### src/rtl/scrf_pkg.sv
// Shared types, codes and constants of the serial command/response framer.
package scrf_pkg;

	localparam int MAX_PAYLOAD_BYTES = 7;
	localparam int MAX_REPLY_BYTES   = 10;
	localparam int DATA_MAX_BYTES    = 6;
	localparam int DATA_LIMIT        = 3 + DATA_MAX_BYTES;

	localparam int QUEUE_DEPTH = 4;
	localparam int QPTR_W      = $clog2(QUEUE_DEPTH);
	localparam int QCNT_W      = $clog2(QUEUE_DEPTH + 1);

	localparam int PLEN_W = $clog2(MAX_PAYLOAD_BYTES + 1);

	localparam int CFG_INDEX_W = 1;
	localparam int CFG_DATA_W  = 16;

	localparam logic [7:0] HDR_CMD   = 8'hFA;
	localparam logic [7:0] HDR_REPLY = 8'hFB;
	localparam logic [7:0] BYTE_MAX  = 8'hFF;

	localparam logic [CFG_INDEX_W-1:0] REG_DEVICE_ADDRESS = 1'd0;
	localparam logic [CFG_INDEX_W-1:0] REG_TIMEOUT_TICKS  = 1'd1;

	localparam logic [1:0] REQ_SEND = 2'd0;
	localparam logic [1:0] REQ_LINE = 2'd1;
	localparam logic [1:0] REQ_TICK = 2'd2;

	localparam logic KIND_TX      = 1'b0;
	localparam logic KIND_OUTCOME = 1'b1;

	localparam logic [1:0] STATUS_OK       = 2'd0;
	localparam logic [1:0] STATUS_MISMATCH = 2'd1;
	localparam logic [1:0] STATUS_TIMEOUT  = 2'd2;

	// One unit of work handed from front to back: a frame to send or an outcome.
	typedef struct packed {
		logic              is_frame;
		logic              no_reply;
		logic [7:0]        addr;
		logic [7:0]        cmd;
		logic [55:0]       payload;
		logic [PLEN_W-1:0] plen;
		logic [1:0]        status;
		logic [47:0]       data;
		logic [2:0]        dlen;
		logic [7:0]        fail;
	} job_t;

endpackage

### src/rtl/serial_command_response_framer.sv
// Top level of the serial command/response framer.
// Requests come in three kinds: send command, received line byte and time tick. The
// front part takes one request per clock while its job queue (four entries) has room,
// tracks the reply hunt/collect state, the tick count and the consecutive-failure
// count, and queues at most one job per request: a frame to send or a transaction
// outcome. The back part drains the queue through a registered output, one result
// per clock while out_stall is low. A send command yields 4 + payload_len transmit
// bytes (0xFA, address, command, payload most significant first, 8-bit sum), plus an
// ok outcome when no reply is awaited; a completed reply or a timeout is one outcome.
// Line bytes and ticks that cause no result still pass through the front; in_stall
// rises only when the queue is full. Configuration writes take effect on the next
// clock and are meant for idle periods only.
module serial_command_response_framer (
	input  logic                             clk,
	input  logic                             arst_n,
	input  logic                             cfg_write,
	input  logic [scrf_pkg::CFG_INDEX_W-1:0] cfg_index,
	input  logic [scrf_pkg::CFG_DATA_W-1:0]  cfg_data,
	input  logic                             in_valid,
	output logic                             in_stall,
	input  logic [1:0]                       req_type,
	input  logic [7:0]                       cmd_code,
	input  logic [55:0]                      payload,
	input  logic [2:0]                       payload_len,
	input  logic [3:0]                       reply_len,
	input  logic [7:0]                       line_byte,
	output logic                             out_valid,
	input  logic                             out_stall,
	output logic                             out_kind,
	output logic [7:0]                       tx_byte,
	output logic                             last,
	output logic [1:0]                       status,
	output logic [47:0]                      reply_data,
	output logic [2:0]                       reply_data_len,
	output logic [7:0]                       fail_count
);
	import scrf_pkg::*;

	// Jobs travel from front to back through the queue.
	logic q_full;
	logic q_empty;
	logic push;
	logic pop;
	job_t push_job;
	job_t head;

	// Classify each request and advance the reply tracking state.
	scrf_front u_front (
		.clk         (clk),
		.arst_n      (arst_n),
		.cfg_write   (cfg_write),
		.cfg_index   (cfg_index),
		.cfg_data    (cfg_data),
		.in_valid    (in_valid),
		.in_stall    (in_stall),
		.req_type    (req_type),
		.cmd_code    (cmd_code),
		.payload     (payload),
		.payload_len (payload_len),
		.reply_len   (reply_len),
		.line_byte   (line_byte),
		.q_full      (q_full),
		.push        (push),
		.push_job    (push_job)
	);

	// Hold jobs so the front keeps accepting while frames are still going out.
	scrf_queue u_queue (
		.clk      (clk),
		.arst_n   (arst_n),
		.push     (push),
		.push_job (push_job),
		.pop      (pop),
		.head     (head),
		.full     (q_full),
		.empty    (q_empty)
	);

	// Expand jobs into the result stream, one item per cycle while out_stall is low.
	scrf_back u_back (
		.clk            (clk),
		.arst_n         (arst_n),
		.head           (head),
		.q_empty        (q_empty),
		.pop            (pop),
		.out_valid      (out_valid),
		.out_stall      (out_stall),
		.out_kind       (out_kind),
		.tx_byte        (tx_byte),
		.last           (last),
		.status         (status),
		.reply_data     (reply_data),
		.reply_data_len (reply_data_len),
		.fail_count     (fail_count)
	);

endmodule

### src/rtl/scrf_front.sv
// Front part: accept requests, track the reply state and queue jobs for the back part.
module scrf_front (
	input  logic                             clk,
	input  logic                             arst_n,
	input  logic                             cfg_write,
	input  logic [scrf_pkg::CFG_INDEX_W-1:0] cfg_index,
	input  logic [scrf_pkg::CFG_DATA_W-1:0]  cfg_data,
	input  logic                             in_valid,
	output logic                             in_stall,
	input  logic [1:0]                       req_type,
	input  logic [7:0]                       cmd_code,
	input  logic [55:0]                      payload,
	input  logic [2:0]                       payload_len,
	input  logic [3:0]                       reply_len,
	input  logic [7:0]                       line_byte,
	input  logic                             q_full,
	output logic                             push,
	output scrf_pkg::job_t                   push_job
);
	import scrf_pkg::*;

	typedef enum logic [2:0] {
		PH_IDLE    = 3'b001,
		PH_HUNT    = 3'b010,
		PH_COLLECT = 3'b100
	} phase_t;

	logic [7:0]  device_addr_q;
	logic [15:0] timeout_q;

	phase_t      phase_q, phase_n;
	logic [3:0]  byte_index_q, byte_index_n;
	logic [3:0]  exp_len_q, exp_len_n;
	logic [7:0]  exp_cmd_q, exp_cmd_n;
	logic [7:0]  addr_seen_q, addr_seen_n;
	logic [7:0]  cmd_seen_q, cmd_seen_n;
	logic [47:0] data_q, data_n;
	logic [15:0] tick_q, tick_n;
	logic [7:0]  fail_q, fail_n;

	logic        accept;
	logic        has_job;
	job_t        job;
	logic [3:0]  bi_inc;
	logic [PLEN_W-1:0] plen_c;
	logic [3:0]  rlen_c;

	function automatic job_t finish_job(input logic [3:0] elen, input logic [7:0] a_seen,
			input logic [7:0] dev, input logic [7:0] c_seen, input logic [7:0] c_exp,
			input logic [47:0] dat);
		job_t       j;
		logic [3:0] d;
		j = '0;
		j.status = STATUS_OK;
		if (elen >= 4'd2 && a_seen != dev)
			j.status = STATUS_MISMATCH;
		if (elen >= 4'd3 && c_seen != c_exp)
			j.status = STATUS_MISMATCH;
		d = (elen > 4'd4) ? elen - 4'd4 : 4'd0;
		if (d > 4'(DATA_MAX_BYTES))
			d = 4'(DATA_MAX_BYTES);
		j.dlen = d[2:0];
		j.data = dat;
		j.fail = 8'd0;
		return j;
	endfunction

	assign accept   = in_valid & ~q_full;
	assign in_stall = q_full;
	assign push     = accept & has_job;
	assign push_job = job;

	assign bi_inc = byte_index_q + 4'd1;
	assign plen_c = ({1'b0, payload_len} > 4'(MAX_PAYLOAD_BYTES)) ?
		PLEN_W'(MAX_PAYLOAD_BYTES) : PLEN_W'(payload_len);
	assign rlen_c = ({1'b0, reply_len} > 5'(MAX_REPLY_BYTES)) ?
		4'(MAX_REPLY_BYTES) : reply_len;

	always_comb begin
		phase_n      = phase_q;
		byte_index_n = byte_index_q;
		exp_len_n    = exp_len_q;
		exp_cmd_n    = exp_cmd_q;
		addr_seen_n  = addr_seen_q;
		cmd_seen_n   = cmd_seen_q;
		data_n       = data_q;
		tick_n       = tick_q;
		fail_n       = fail_q;
		has_job      = 1'b0;
		job          = '0;
		unique case (req_type)
			REQ_SEND: begin
				has_job      = 1'b1;
				job.is_frame = 1'b1;
				job.no_reply = (rlen_c == 4'd0);
				job.addr     = device_addr_q;
				job.cmd      = cmd_code;
				job.payload  = payload;
				job.plen     = plen_c;
				exp_cmd_n    = cmd_code;
				exp_len_n    = rlen_c;
				byte_index_n = 4'd0;
				addr_seen_n  = 8'd0;
				cmd_seen_n   = 8'd0;
				data_n       = 48'd0;
				tick_n       = 16'd0;
				if (rlen_c == 4'd0) begin
					phase_n = PH_IDLE;
					fail_n  = 8'd0;
				end else begin
					phase_n = PH_HUNT;
				end
			end
			REQ_LINE: begin
				unique case (phase_q)
					PH_HUNT: begin
						if (line_byte == HDR_REPLY) begin
							byte_index_n = 4'd1;
							phase_n      = PH_COLLECT;
							if (exp_len_q <= 4'd1) begin
								has_job = 1'b1;
								job     = finish_job(exp_len_q, addr_seen_q, device_addr_q,
									cmd_seen_q, exp_cmd_q, data_q);
								fail_n  = 8'd0;
								phase_n = PH_IDLE;
							end
						end
					end
					PH_COLLECT: begin
						if (byte_index_q == 4'd1)
							addr_seen_n = line_byte;
						else if (byte_index_q == 4'd2)
							cmd_seen_n = line_byte;
						else if (bi_inc < exp_len_q && byte_index_q < 4'(DATA_LIMIT))
							data_n = {data_q[39:0], line_byte};
						byte_index_n = bi_inc;
						if (bi_inc >= exp_len_q) begin
							has_job = 1'b1;
							job     = finish_job(exp_len_q, addr_seen_n, device_addr_q,
								cmd_seen_n, exp_cmd_q, data_n);
							fail_n  = 8'd0;
							phase_n = PH_IDLE;
						end
					end
					default: ;
				endcase
			end
			REQ_TICK: begin
				if (phase_q != PH_IDLE) begin
					tick_n = (tick_q != 16'hFFFF) ? tick_q + 16'd1 : tick_q;
					if (tick_n >= timeout_q) begin
						fail_n     = (fail_q != BYTE_MAX) ? fail_q + 8'd1 : fail_q;
						phase_n    = PH_IDLE;
						has_job    = 1'b1;
						job.status = STATUS_TIMEOUT;
						job.fail   = fail_n;
					end
				end
			end
			default: ;
		endcase
	end

	always_ff @(posedge clk or negedge arst_n) begin
		if (!arst_n) begin
			device_addr_q <= 8'd1;
			timeout_q     <= 16'd100;
		end else if (cfg_write) begin
			unique case (cfg_index)
				REG_DEVICE_ADDRESS: device_addr_q <= cfg_data[7:0];
				REG_TIMEOUT_TICKS:  timeout_q     <= cfg_data;
				default: ;
			endcase
		end
	end

	always_ff @(posedge clk or negedge arst_n) begin
		if (!arst_n) begin
			phase_q      <= PH_IDLE;
			byte_index_q <= 4'd0;
			exp_len_q    <= 4'd0;
			exp_cmd_q    <= 8'd0;
			addr_seen_q  <= 8'd0;
			cmd_seen_q   <= 8'd0;
			data_q       <= 48'd0;
			tick_q       <= 16'd0;
			fail_q       <= 8'd0;
		end else if (accept) begin
			phase_q      <= phase_n;
			byte_index_q <= byte_index_n;
			exp_len_q    <= exp_len_n;
			exp_cmd_q    <= exp_cmd_n;
			addr_seen_q  <= addr_seen_n;
			cmd_seen_q   <= cmd_seen_n;
			data_q       <= data_n;
			tick_q       <= tick_n;
			fail_q       <= fail_n;
		end
	end

	a_collect_in_range: assert property (@(posedge clk) disable iff (!arst_n)
		(phase_q == PH_COLLECT) |-> (byte_index_q < exp_len_q && byte_index_q != 4'd0))
		else $error("collect index out of range");

endmodule

### src/rtl/scrf_queue.sv
// Short job queue between the front and back parts.
module scrf_queue (
	input  logic           clk,
	input  logic           arst_n,
	input  logic           push,
	input  scrf_pkg::job_t push_job,
	input  logic           pop,
	output scrf_pkg::job_t head,
	output logic           full,
	output logic           empty
);
	import scrf_pkg::*;

	job_t              entry_q [QUEUE_DEPTH];
	logic [QPTR_W-1:0] wr_ptr_q, rd_ptr_q;
	logic [QCNT_W-1:0] count_q;

	assign full  = (count_q == QCNT_W'(QUEUE_DEPTH));
	assign empty = (count_q == '0);
	assign head  = entry_q[rd_ptr_q];

	always_ff @(posedge clk) begin
		if (push)
			entry_q[wr_ptr_q] <= push_job;
	end

	always_ff @(posedge clk or negedge arst_n) begin
		if (!arst_n) begin
			wr_ptr_q <= '0;
			rd_ptr_q <= '0;
			count_q  <= '0;
		end else begin
			if (push)
				wr_ptr_q <= (wr_ptr_q == QPTR_W'(QUEUE_DEPTH - 1)) ? '0 : wr_ptr_q + 1'b1;
			if (pop)
				rd_ptr_q <= (rd_ptr_q == QPTR_W'(QUEUE_DEPTH - 1)) ? '0 : rd_ptr_q + 1'b1;
			if (push && !pop)
				count_q <= count_q + 1'b1;
			else if (pop && !push)
				count_q <= count_q - 1'b1;
		end
	end

	a_no_overflow: assert property (@(posedge clk) disable iff (!arst_n) push |-> !full)
		else $error("push into full queue");
	a_no_underflow: assert property (@(posedge clk) disable iff (!arst_n) pop |-> !empty)
		else $error("pop from empty queue");

endmodule

### src/rtl/scrf_back.sv
// Back part: expand queued jobs into transmit bytes and outcomes through an output register.
module scrf_back (
	input  logic           clk,
	input  logic           arst_n,
	input  scrf_pkg::job_t head,
	input  logic           q_empty,
	output logic           pop,
	output logic           out_valid,
	input  logic           out_stall,
	output logic           out_kind,
	output logic [7:0]     tx_byte,
	output logic           last,
	output logic [1:0]     status,
	output logic [47:0]    reply_data,
	output logic [2:0]     reply_data_len,
	output logic [7:0]     fail_count
);
	import scrf_pkg::*;

	typedef enum logic [5:0] {
		B_IDLE = 6'b000001,
		B_ADDR = 6'b000010,
		B_CMD  = 6'b000100,
		B_PAY  = 6'b001000,
		B_SUM  = 6'b010000,
		B_OUT  = 6'b100000
	} bstate_t;

	bstate_t           state_q, state_n;
	job_t              job_q;
	logic              load;
	logic [PLEN_W-1:0] rem_q, rem_n;
	logic [7:0]        sum_q, sum_n;
	logic [2:0]        byte_sel;
	logic [7:0]        pay_byte;
	logic              advance;
	logic              emit;

	logic        valid_q;
	logic        kind_q, kind_n;
	logic [7:0]  tx_q, tx_n;
	logic        last_q, last_n;
	logic [1:0]  status_q, status_n;
	logic [47:0] data_q, data_n;
	logic [2:0]  dlen_q, dlen_n;
	logic [7:0]  fail_q, fail_n;

	assign advance  = ~valid_q | ~out_stall;
	assign byte_sel = 3'(rem_q - 1'b1);
	assign pay_byte = job_q.payload[{byte_sel, 3'b000} +: 8];

	always_comb begin
		state_n  = state_q;
		rem_n    = rem_q;
		sum_n    = sum_q;
		pop      = 1'b0;
		load     = 1'b0;
		emit     = 1'b0;
		kind_n   = KIND_TX;
		tx_n     = 8'd0;
		last_n   = 1'b0;
		status_n = STATUS_OK;
		data_n   = 48'd0;
		dlen_n   = 3'd0;
		fail_n   = 8'd0;
		if (advance) begin
			unique case (state_q)
				B_IDLE: begin
					if (!q_empty) begin
						pop  = 1'b1;
						emit = 1'b1;
						if (head.is_frame) begin
							load    = 1'b1;
							tx_n    = HDR_CMD;
							sum_n   = HDR_CMD;
							rem_n   = head.plen;
							state_n = B_ADDR;
						end else begin
							kind_n   = KIND_OUTCOME;
							last_n   = 1'b1;
							status_n = head.status;
							data_n   = head.data;
							dlen_n   = head.dlen;
							fail_n   = head.fail;
						end
					end
				end
				B_ADDR: begin
					emit    = 1'b1;
					tx_n    = job_q.addr;
					sum_n   = sum_q + job_q.addr;
					state_n = B_CMD;
				end
				B_CMD: begin
					emit    = 1'b1;
					tx_n    = job_q.cmd;
					sum_n   = sum_q + job_q.cmd;
					state_n = (rem_q != '0) ? B_PAY : B_SUM;
				end
				B_PAY: begin
					emit  = 1'b1;
					tx_n  = pay_byte;
					sum_n = sum_q + pay_byte;
					rem_n = rem_q - 1'b1;
					if (rem_q == PLEN_W'(1))
						state_n = B_SUM;
				end
				B_SUM: begin
					emit    = 1'b1;
					tx_n    = sum_q;
					last_n  = ~job_q.no_reply;
					state_n = job_q.no_reply ? B_OUT : B_IDLE;
				end
				B_OUT: begin
					emit    = 1'b1;
					kind_n  = KIND_OUTCOME;
					last_n  = 1'b1;
					state_n = B_IDLE;
				end
				default: state_n = B_IDLE;
			endcase
		end
	end

	always_ff @(posedge clk or negedge arst_n) begin
		if (!arst_n) begin
			state_q <= B_IDLE;
			valid_q <= 1'b0;
		end else begin
			state_q <= state_n;
			if (advance)
				valid_q <= emit;
		end
	end

	always_ff @(posedge clk) begin
		rem_q <= rem_n;
		sum_q <= sum_n;
		if (load)
			job_q <= head;
		if (advance && emit) begin
			kind_q   <= kind_n;
			tx_q     <= tx_n;
			last_q   <= last_n;
			status_q <= status_n;
			data_q   <= data_n;
			dlen_q   <= dlen_n;
			fail_q   <= fail_n;
		end
	end

	assign out_valid      = valid_q;
	assign out_kind       = kind_q;
	assign tx_byte        = tx_q;
	assign last           = last_q;
	assign status         = status_q;
	assign reply_data     = data_q;
	assign reply_data_len = dlen_q;
	assign fail_count     = fail_q;

	a_busy_has_output: assert property (@(posedge clk) disable iff (!arst_n)
		(state_q != B_IDLE) |-> valid_q)
		else $error("frame in progress without a pending output byte");
	a_outcome_is_last: assert property (@(posedge clk) disable iff (!arst_n)
		(valid_q && kind_q == KIND_OUTCOME) |-> last_q)
		else $error("outcome not marked last");

endmodule
### config.mk
export PLATFORM = sky130hd
export DESIGN_NAME = serial_command_response_framer
export DESIGN_NICKNAME = d
export VERILOG_FILES = /design/src/rtl/scrf_pkg.sv /design/src/rtl/serial_command_response_framer.sv /design/src/rtl/scrf_front.sv /design/src/rtl/scrf_queue.sv /design/src/rtl/scrf_back.sv
export SDC_FILE = /design/constraint.sdc
export NUM_CORES = 1
export LEC_CHECK = 0
export ABC_AREA = 1
export BUFFER_PORTS_ARGS = -buffer_cell sky130_fd_sc_hd__buf_2
export CAP_MARGIN = 20
export CORE_MARGIN = 2
export CORE_UTILIZATION = 55
export CTS_BUF_LIST = sky130_fd_sc_hd__clkbuf_8
export CTS_CLUSTER_SIZE = 40
export DETAILED_ROUTE_END_ITERATION = 8
export PLACE_DENSITY = 0.81
export SLEW_MARGIN = 20
export SYNTH_ARGS = -nofsm -noshare
export SYNTH_HDL_FRONTEND = slang
export SYNTH_SLANG_ARGS = --single-unit
### constraint.sdc
create_clock -name clk -period 27.2 [get_ports clk]
set_clock_uncertainty 0.1 [all_clocks]
set_input_delay 1.36 -clock clk [delete_from_list [all_inputs] [get_ports clk]]
set_output_delay 1.36 -clock clk [all_outputs]
set_load 0.1 [all_outputs]
==> results.toml <==
[clock_network]
cts-root-buf = "clkbuf_8"
clkTransAtPathRegs_ps = 70
clock_path_buffers = 3
numCtsBuffers = 135
hold_buffers = 0
clock_sinks = 852
post_cts_resized = 0
cts_setup_buffers = 0
cts_tree = "yes"
clkLatencyLatePin_ps = 800
cts_htree_levels = 4

[logic_synthesis]
synth.most_common_cell = "edfxtp_1"
yosys.area_share.adder_pct = 1.74
synthMuxAreaShare_pct = 0
yosysTopAreaCellShare_pct = 58.7
synth_top_family_by_area = "simple AND/OR/NAND/NOR gates"
seq_area_frac_synth_pct = 68.7
synth_compound_area_share_pct = 11.9
ys_types = 54
synth_edf_count = 707
synthFlopType = "edfxtp_1"
synth_nets = 3355
synth_xor_xnor_area_share_pct = 0.460
synthSimpleGateAreaFrac_pct = 11.9
async_flop_share_pct = 17.0
syn-cell-area_um2 = 36200
syn_avg_cell_area_um2 = 11.3
ys_ff_latch = 852
yosys-top-cells-area = "edfxtp_1, dfrtp_1, nor2_1, o21ai_0, nand2_1"
netlist_top_cells_count = "edfxtp_1, nor2_1, nand2_1"
synthCells = 3203
yosysWarningCount = 0
synth_top_cell_by_area = "edfxtp_1"

[floorplanning]
die_w_um = 260
initial_core_util_pct = 55.3
die-height_um = 260
rows = 94
io_pins = 176
die_area_um2 = 67800
coreArea_um2 = 65400

[final_layout]
fin_util_pct = 61.7
finalNetCount = 3527
area_growth_pct = 11.5
finalNonFillerCells = 4350
stdcell_area_um2 = 40300
n_fill_cell = 4913
drive_above_1_share_pct = 12.5

[detailed_routing]
post_drt_wl_per_cell_um = 18.6
drt_iter0_drc = 2609
drt-vias-per-instance = 5.69
finalWirelength_um = 81100
vias = 24757
ant_nets = 0
drc = 0
dr.pass1.iters = 6

[worst_setup_path]
end_kind = "flop"
rr_worst_depth = 21
crit_path_start_kind = "flop"
r2r_slack_ps = 21880
crit_path_start = "u_front.tick_q[1]"
crit_fanout = 52
r2r_start = "u_front.tick_q[1]"
path_class = "flop to flop"
timing.rr.end = "u_queue.entry_q[3][131]"
worstPathArrival_ps = 5610
worst_ep_required_time_ps = 27490

[grt]
grt_max_degree = 193
grt_overflow_total = 0
grt_pass1_vias = 24037
grt_antenna_before_repair = 3
grt_pass1_wl_um = 126000
grt_usage_pct = 24.0

[power_and_ir_drop]
pwr-share-clk_pct = 23.5
powerDensity_nw_per_um2 = 109
p_sw_share_pct = 41.7
p_sw_mw = 1.84
p_seq_share_pct = 40.0
peakVddDrop_mv = 0.0972
p_int_mw = 2.58
comb_power_share_pct = 36.5
leakagePower_nw = 15.7

[timing]
max_freq_mhz = 188
slew_headroom_pct = 31.9
rsz0062_at_grt = "no"
setup_viol = 0
min_period_ps = 5320
worst_slew_pin_slew_ps = 1020
drv_slew = 0
hold_violations = 0
min_period_over_period_pct = 19.5
setup-tns-final_ps = 0

[min_path]
hold_class = "flop to flop"
hold_path.startpoint = "u_front.timeout_q[5]"
min_path_cells = 2
hold_path_end = "u_front.timeout_q[5]"

[status]
status = "completed"

[placement]
dp.cells = 4101
dpl.hpwl_um = 48600
placed_area_um2 = 37700
port_buffers = 175
place_congestion = 0.898

[run]
maxCapViolCount = 0
## cell type report
cell class	count	area [µm²]	area share, %
clock buffers	152	2090	5.19
clock inverters	94	507	1.26
well taps	864	1080	2.68
diodes	2	5.00	0.0124
multi-input cells	1884	9490	23.5
inverters	301	1140	2.82
repair buffers	201	1130	2.81
flip-flops and latches	852	24900	61.7
## worst max-delay path: stages (launching register included)
cell      delay (ps)
dfrtp_1          420
ha_1             260
inv_1             70
nor3_1           240
nand2_1          140
nor2_1           140
inv_1            100
o21ai_0          250
inv_1             80
ha_1             300
inv_1             50
o21bai_1         140
a21oi_1           80
nand2_1           60
nand2_1           60
nand2_1           90
nand3_1          190
nand2_1          160
nand2_1          280
nor2_4           200
buf_4            640
buf_4            730
## flip-flops by register name, indices dropped and copies added, names as in the netlist, 4 cells and up
| name | flops |
|---|---|
| u_front.exp_len_q | 4 |
| u_front.device_addr_q | 8 |
| u_front.tick_q | 16 |
| u_queue.entry_q | 552 |
| u_back.tx_byte | 8 |
| u_back.job_q | 73 |
| u_front.exp_cmd_q | 8 |
| u_front.byte_index_q | 4 |
| u_back.sum_q | 8 |
| u_front.fail_q | 8 |
| u_front.cmd_seen_q | 8 |
| u_front.addr_seen_q | 8 |
| u_back.fail_count | 8 |
| u_back.reply_data | 48 |
| u_front.data_q | 48 |
| u_back.state_q | 6 |
| u_front.timeout_q | 16 |
## per-stage QoR
step	setup slack, ps	hold slack, ps	total power [mW]
global route	21440	417	4.64
floorplan	18280	353	3.03
finish	21880	389	4.41
CTS	21900	393	4.41
global placement	21950	369	3.34
detailed placement	21920	381	3.38
## layout by cell type, fill, tap and decap left out, types with 6 or more instances in the layout
master        n
ha_1         46
dfstp_2       6
clkbuf_8    152
o32ai_1      48
clkinvlp_4    6
o22ai_1     152
nand2_1     395
o21ai_2      10
o21ai_0     376
nand4_1      26
nor2_4        9
nand3_1      74
inv_1       347
xor2_1       16
buf_4        22
nor3_1       18
edfxtp_1    707
nor2_1      497
dfrtp_1     137
clkinv_1     23
clkinv_2      7
a21oi_1     107
buf_2       174
o21ai_1      43
## kinds of logic (layout without fill, tap and decap cells)
kind of cell / Yosys count / in the layout
XOR/XNOR: 19 / 19
AND/OR/NAND/NOR: 1053 / 1053
flip-flops: 852 / 852
AO/OA/AOI/OAI: 763 / 763
adder cells (fa/ha/maj): 49 / 49
other: 0 / 2
buffers and inverters: 467 / 748
## power groups by stage
stage	sequential [mW]	combinational (mW)	clock, mW
4_1_cts	1.77	1.60	1.05
2_1_floorplan	2.16	0.870	0
5_1_grt	1.78	1.75	1.11
6_report	1.77	1.61	1.04
3_3_place_gp	1.79	1.55	0
3_5_place_dp	1.79	1.59	0
## worst max-delay path by stage
stage | end | slack [ps] | cells past startpoint
2_1_floorplan | u_queue.entry_q[0][0] | 18280 | 20
3_3_place_gp | u_queue.entry_q[3][116] | 21950 | 14
3_5_place_dp | u_queue.entry_q[3][111] | 21920 | 14
4_1_cts | u_queue.entry_q[3][63] | 21900 | 21
5_1_grt | u_queue.entry_q[3][114] | 21440 | 21
6_report | u_queue.entry_q[3][131] | 21880 | 21
## routing by layer
| metal | wire length [µm] | vias up | part of all wire (%) | track usage, % |
|---|---|---|---|---|
| met3 | 7680 | 160 | 9.5 | 6.57 |
| met5 | 26 | - | 0.032 | 0 |
| li1 | - | 11593 | - | - |
| met2 | 38400 | 1125 | 47 | 37.6 |
| met1 | 32600 | 11875 | 40 | 32.5 |
| met4 | 2340 | 4 | 2.9 | 8.63 |
(Power assumes the default switching activity.)
